### config.mk
export PLATFORM = sky130hd
export DESIGN_NAME = rca_ctrl
export DESIGN_NICKNAME = d
export VERILOG_FILES = /design/src/design/rca_pkg.sv /design/src/design/rca_ctrl.sv
export SDC_FILE = /design/constraint.sdc
export NUM_CORES = 1
export LEC_CHECK = 0
export ABC_AREA = 1
export ABC_CLOCK_PERIOD_IN_PS = 1200
export BUFFER_PORTS_ARGS = -buffer_cell sky130_fd_sc_hd__buf_4
export CORE_MARGIN = 4
export CORE_UTILIZATION = 40
export CTS_CLUSTER_SIZE = 24
export DETAILED_ROUTE_END_ITERATION = 12
export GPL_ROUTABILITY_DRIVEN = 1
export HOLD_SLACK_MARGIN = 0.08
export PLACE_DENSITY = 0.77
export SYNTH_ARGS = -nofsm -noshare
export SYNTH_HDL_FRONTEND = slang
export SYNTH_SLANG_ARGS = --single-unit
export TNS_END_PERCENT = 20
### constraint.sdc
create_clock -name clk_i -period 1.2 [get_ports clk_i]
set_clock_uncertainty 0.05 [all_clocks]
set_input_delay 0.12 -clock clk_i [delete_from_list [all_inputs] [get_ports clk_i]]
set_output_delay 0.12 -clock clk_i [all_outputs]
set_load 0.02 [all_outputs]
### src/design/rca_pkg.sv
// Shared types and constants for the radial chromatic aberration unit.
// No dependencies.
package rca_pkg;

  localparam int unsigned CfgAddrW = 4;
  localparam int unsigned PixW     = 32;

  typedef enum logic [CfgAddrW-1:0] {
    REG_WIDTH    = 4'h0,
    REG_HEIGHT   = 4'h4,
    REG_STRENGTH = 4'h8
  } reg_addr_e;

  localparam logic [8:0] WidthRst    = 9'd256;
  localparam logic [8:0] HeightRst   = 9'd256;
  localparam logic [4:0] StrengthRst = 5'd10;

  localparam logic OP_STORE   = 1'b0;
  localparam logic OP_COMPUTE = 1'b1;

  // Controller -> datapath commands.
  typedef struct packed {
    logic store;     // write input pixel
    logic start;     // latch compute request
    logic div_go;    // start dividers
    logic rd_red;
    logic rd_green;
    logic rd_blue;
    logic cap_red;
    logic cap_green;
    logic cap_blue;
  } dp_cmd_t;

  typedef struct packed {
    logic div_done;
  } dp_sts_t;

endpackage

### src/design/rca_ctrl.sv
// Controller: sequences store, division, three fetches and result handoff.
// Depends on rca_pkg.
module rca_ctrl (
  input  logic              clk_i,
  input  logic              rst_ni,
  input  logic              in_valid_i,
  input  logic              in_op_i,
  output logic              in_ready_o,
  output logic              out_valid_o,
  input  logic              out_ready_i,
  output rca_pkg::dp_cmd_t  cmd_o,
  input  rca_pkg::dp_sts_t  sts_i
);
  import rca_pkg::*;

  typedef enum logic [7:0] {
    ST_IDLE  = 8'b0000_0001,
    ST_PREP  = 8'b0000_0010,
    ST_DIV   = 8'b0000_0100,
    ST_RDR   = 8'b0000_1000,
    ST_RDG   = 8'b0001_0000,
    ST_RDB   = 8'b0010_0000,
    ST_CAPB  = 8'b0100_0000,
    ST_OUT   = 8'b1000_0000
  } state_e;

  state_e state_q, state_d;
  logic   div_wait_q, div_wait_d;

  always_comb begin
    state_d    = state_q;
    div_wait_d = 1'b0;
    cmd_o      = '0;
    in_ready_o = 1'b0;
    out_valid_o = 1'b0;
    unique case (state_q)
      ST_IDLE: begin
        in_ready_o = 1'b1;
        if (in_valid_i) begin
          if (in_op_i == OP_STORE) cmd_o.store = 1'b1;
          else begin
            cmd_o.start = 1'b1;
            state_d = ST_PREP;
          end
        end
      end
      ST_PREP: begin
        cmd_o.div_go = 1'b1;
        div_wait_d = 1'b1;
        state_d = ST_DIV;
      end
      ST_DIV: begin
        if (!div_wait_q && sts_i.div_done) begin
          cmd_o.rd_red = 1'b1;
          state_d = ST_RDR;
        end
      end
      ST_RDR: begin
        cmd_o.rd_green = 1'b1;
        cmd_o.cap_red  = 1'b1;
        state_d = ST_RDG;
      end
      ST_RDG: begin
        cmd_o.rd_blue   = 1'b1;
        cmd_o.cap_green = 1'b1;
        state_d = ST_RDB;
      end
      ST_RDB: begin
        cmd_o.cap_blue = 1'b1;
        state_d = ST_CAPB;
      end
      ST_CAPB: state_d = ST_OUT;
      ST_OUT: begin
        out_valid_o = 1'b1;
        if (out_ready_i) state_d = ST_IDLE;
      end
      default: state_d = ST_IDLE;
    endcase
  end

  always_ff @(posedge clk_i or negedge rst_ni) begin
    if (!rst_ni) begin
      state_q    <= ST_IDLE;
      div_wait_q <= 1'b0;
    end else begin
      state_q    <= state_d;
      div_wait_q <= div_wait_d;
    end
  end
endmodule
* Word level (Yosys, flattened, before mapping)
Index checks and enable logic that the tools add are counted.
Widths: inputs -> output; s select.
** Operators by class
- Equal/unequal tests :: 12
- Multiplexer cells :: 17
- Reduce and logical (&&, ||, !) cells :: 3
** Operators by type and width (number)
- $pmux 8 s8 :: 1
- $mux 8 :: 4
- $mux 1 :: 10
- $eq 8x1->1 const B :: 1
- $eq 8x2->1 const B :: 1
- $eq 8x3->1 const B :: 1
- $eq 8x4->1 const B :: 1
- $eq 8x5->1 const B :: 1
- $eq 8x6->1 const B :: 1
- $eq 8x7->1 const B :: 1
- $eq 8x8->1 const B :: 1
- $ne 2x2->1 const B :: 4
- $mux 2 :: 2
- $reduce_and 4->1 :: 1
- $logic_and 1x1->1 :: 1
- $logic_not 1->1 :: 1
** Word-level totals
- Register bits after elaboration :: 9
- Input port bits :: 6
- Output and inout port bits :: 11
- Logic and storage cells :: 34

* Depth between registers and ports, before layout
- Depth in word-level cells :: 4
- Gate-level depth with buffers :: 9
- Depth with buffers taken out :: 9

* Worst setup path before layout
Ideal clock, no wire load.
- Path type :: register to output
- Start point :: reg state_q[0]
- End point :: out cmd_o[7] in the netlist's numbering
- Arrival :: 1285 ps
- Required time :: 1030 ps
- Path slack :: -255 ps
- Stages on the path, launching flop included :: 7
- Path buffers :: 0
- Cell sequence :: dfstp_2 nand2_1 nor2_4 nand2_2 inv_2 nand2_1 nor2_1
** RTL lines
- start: declaration :: line rca_ctrl.sv:27 : state_e state_q, state_d;
- start signal: assignment :: line rca_ctrl.sv:86 : state_q <= state_d;
- end: declaration :: line rca_ctrl.sv:11 : output rca_pkg::dp_cmd_t cmd_o,

==> impl_metrics.py <==
metrics = {
    "power": {
        "p_total_w": 0.001982,
        "power_density_mw_per_mm2": 2068,
        "peakVddDrop_mv": 1.073,
        "p_leak_nw": 0.5161,
    },
    "grt": {
        "grt_first_pass_wirelength_um": 2421,
        "grt_antenna_before_repair": 0,
        "grt_overflow": 0,
        "grt_usage_pct": 15.79,
        "grt_max_degree": 10,
        "grt_pass1_vias": 565,
    },
    "finish": {
        "antenna_cells": 0,
        "final_util_pct": 70.99,
        "fill_cells": 99,
        "stdcell_area_um2": 958.4,
        "nNetsFinal": 122,
        "drive_above_1_share_pct": 56.52,
        "fin_cells": 130,
        "ff_latch_area_um2": 226.5,
        "multi_input_area_um2": 356.6,
        "areaGrowthSynthToFinish_pct": 59.92,
    },
    "run": {
        "max_cap_violations": 0,
    },
    "timing": {
        "finalSetupTns_ns": -3.892,
        "period_minus_slack_ns": 1.584,
        "relSlewSlack_pct": 90.23,
        "max_freq_ghz": 0.6312,
        "finalCritPeriodShare_pct": 132.0,
        "tightestPinTransition_ns": 0.1460,
        "post-route-worst-setup-slack_ns": -0.3844,
        "slew_violations": 0,
        "hold_violations": 0,
        "rsz0062_at_grt": "true",
        "setup_violations": 14,
    },
    "logic_synthesis": {
        "synth-xor-area-share_pct": 0,
        "syn-cell-area_um2": 599.3,
        "syn_area_per_cell_um2": 7.399,
        "synth_top_family_by_area": "simple AND/OR/NAND/NOR gates",
        "synth_cell_type_count": 17,
        "synth-compound-area-share_pct": 1.670,
        "muxShareOfSynthArea_pct": 0,
        "synth_area_leaders": "dfrtp_1 (33%), nor2_1 (11%), nor2_2 (8.4%)",
        "synthAdderAreaFrac_pct": 0,
        "yosys_warnings": 0,
        "syn-num-nets": 87,
        "netlist_instances": 81,
        "yosys.area_share.simple_pct": 46.97,
        "synth_top_cell_by_area": "dfrtp_1",
        "seq_area_frac_synth_pct": 37.79,
        "ys_seq_elements": 9,
        "synth.top_cell.area_share_pct": 33.40,
    },
    "detailed_routing": {
        "drc": 0,
        "dr.pass1.iters": 3,
        "drtAntennaViolNets": 0,
        "wl_um": 1395,
        "wire_per_inst_um": 10.73,
        "drtIter0Drc": 6,
        "vias_per_cell": 4.415,
        "via_count": 574,
    },
    "critical_path": {
        "endpoint_kind": "output pin",
        "critical_path_required_ns": 1.03,
        "start_kind": "flip-flop",
        "critPathKind": "flip-flop to output pin",
        "slowest_stage": "dfstp_2",
        "arrival_ns": 1.41,
        "cp_cell_sequence": "nand2_2, nor2_4, nand2_4, inv_4, nand2_4, nor2_4, buf_6",
        "crit_buf_inv": 2,
        "worst_path_largest_cell_delay_ns": 0.58,
        "critPathMaxFanout": 3,
        "cp_top_family": "flip-flops",
    },
    "status": {
        "status": "complete, but fails checks",
        "violations": "setup timing",
    },
    "clock_tree": {
        "numCtsBuffers": 3,
        "clock_latency_ns": 0.26,
        "cts-root-buf": "clkbuf_4",
        "cts_tree": "done",
        "clk_pin_slew_ns": 0.06,
        "ctsHtreeMaxLevel": 1,
        "numClockSinks": 9,
        "clockBufferDepth": 2,
    },
    "placement": {
        "gp_congestion": 0.6981,
        "hpwl_um": 1170,
        "io_buffers": 16,
        "place_inst": 120,
        "placed_area_um2": 830.8,
    },
    "floorplanning": {
        "io_pins": 17,
        "die_area_mm2": 0.002182,
        "initial_utilization_pct": 44.39,
        "num_rows": 13,
        "die_y_um": 46.71,
        "core_area_mm2": 0.001350,
        "die_x_um": 46.71,
    },
    "min_path": {
        "min_path_type": "primary input to flip-flop",
    },
}
## worst reg2reg max path, delay by kind of cell (launching register included)
family        cells  cell delay [ns]
flops             1             0.58
simple gates      7             0.46
buf+inv           2             0.25
## final timing paths
| path | startpoint | end | slack (ns) | cells after the start |
|---|---|---|---|---|
| min reg2reg | div_wait_q$_DFF_PN0_ | state_q[2]$_DFFE_PN0P_ | 0.61 | 2 |
| max in group asynchronous | rst_ni | state_q[0]$_DFFE_PN1P_ | 0.72 | 2 |
| max | state_q[0]$_DFFE_PN1P_ | cmd_o[7] | -0.38 | 7 |
| min | out_ready_i | state_q[7]$_DFFE_PN0P_ | 0.1 | 3 |
| min in group asynchronous | rst_ni | state_q[6]$_DFFE_PN0P_ | 0.17 | 2 |
| max reg2reg | state_q[0]$_DFFE_PN1P_ | state_q[0]$_DFFE_PN1P_ | -0.21 | 9 |
## metal layers
layer	GRT usage, %	part of all wire [%]	vias to the layer above
met5	0	0	-
met4	6.630	0.65	0
met3	2.344	2.2	2
met2	26.10	54	7
met1	20.53	43	259
li1	-	-	306
## cells by family (layout without fill, tap and decap cells)
kind of cell,after synthesis,in the layout
AND/OR/NAND/NOR,52,52
flip-flops,9,9
buffers and inverters,18,52
AO/OA/AOI/OAI,2,2
## through the flow
stage / setup WS, ns / hold WS, ns
6_report: -0.3844 / 0.09547
5_1_grt: -0.4522 / 0.1030
4_1_cts: -0.3871 / 0.1054
3_5_place_dp: -0.1309 / -0.1020
3_3_place_gp: -0.1126 / -0.1039
2_1_floorplan: -0.09475 / -0.2256
## state kept, by name, indices dropped and copies added, names as in the netlist
signal	cells
div_wait_q	1
state_q	8
## cell usage in the layout (no fill, tap or decap)
cell type      count
dfstp_2            1
nand2_8            1
inv_1             10
nor2_1            16
buf_6              5
buf_4             27
nand2_2            2
dfrtp_1            8
clkbuf_4           3
dlygate4sd3_1      1
inv_4              2
inv_2              3
nor3_2             1
nand3_2            2
nand2_1           11
nor3_4             1
nor2_4             7
o21ai_1            1
nand3b_2           1
o21ai_0            1
nand2_4            3
nor2_2             6
nand3_1            1
clkbuf_1           1
## layout make-up
cell class	instances	share of cell area, %
clock buffer	4	2.742
inverter	15	6.397
multi-input combinational	54	37.21
sequential	9	23.63
tap	15	1.958
timing repair buffer	33	28.07
## cells in the mapped netlist (all sizes together)
library cell,number
nand3,3
nor2,29
nand3b,1
nor3,2
nand2,17
dfrtp,8
inv,15
buf,3
dfstp,1
o21ai,2
## report_power, final
part	internal (W)	switching, W	leakage (nW)	total, W
clock	0.000128	0.000103	0.0150	0.000231
combinational	0.000599	0.000684	0.381	0.00128
sequential	0.000387	0.0000814	0.120	0.000469
## timing repair
| action | 4_1_cts | 5_1_grt |
|---|---|---|
| hold buffers | 1 | 0 |
| pin swaps | 4 | 5 |
| buffers inserted | 1 | 4 |
| endpoints found under the hold margin | 9 | 0 |
| gates resized for setup | 5 | 8 |
| endpoints found under the setup margin | 14 | 15 |
(Power assumes the default switching activity.)
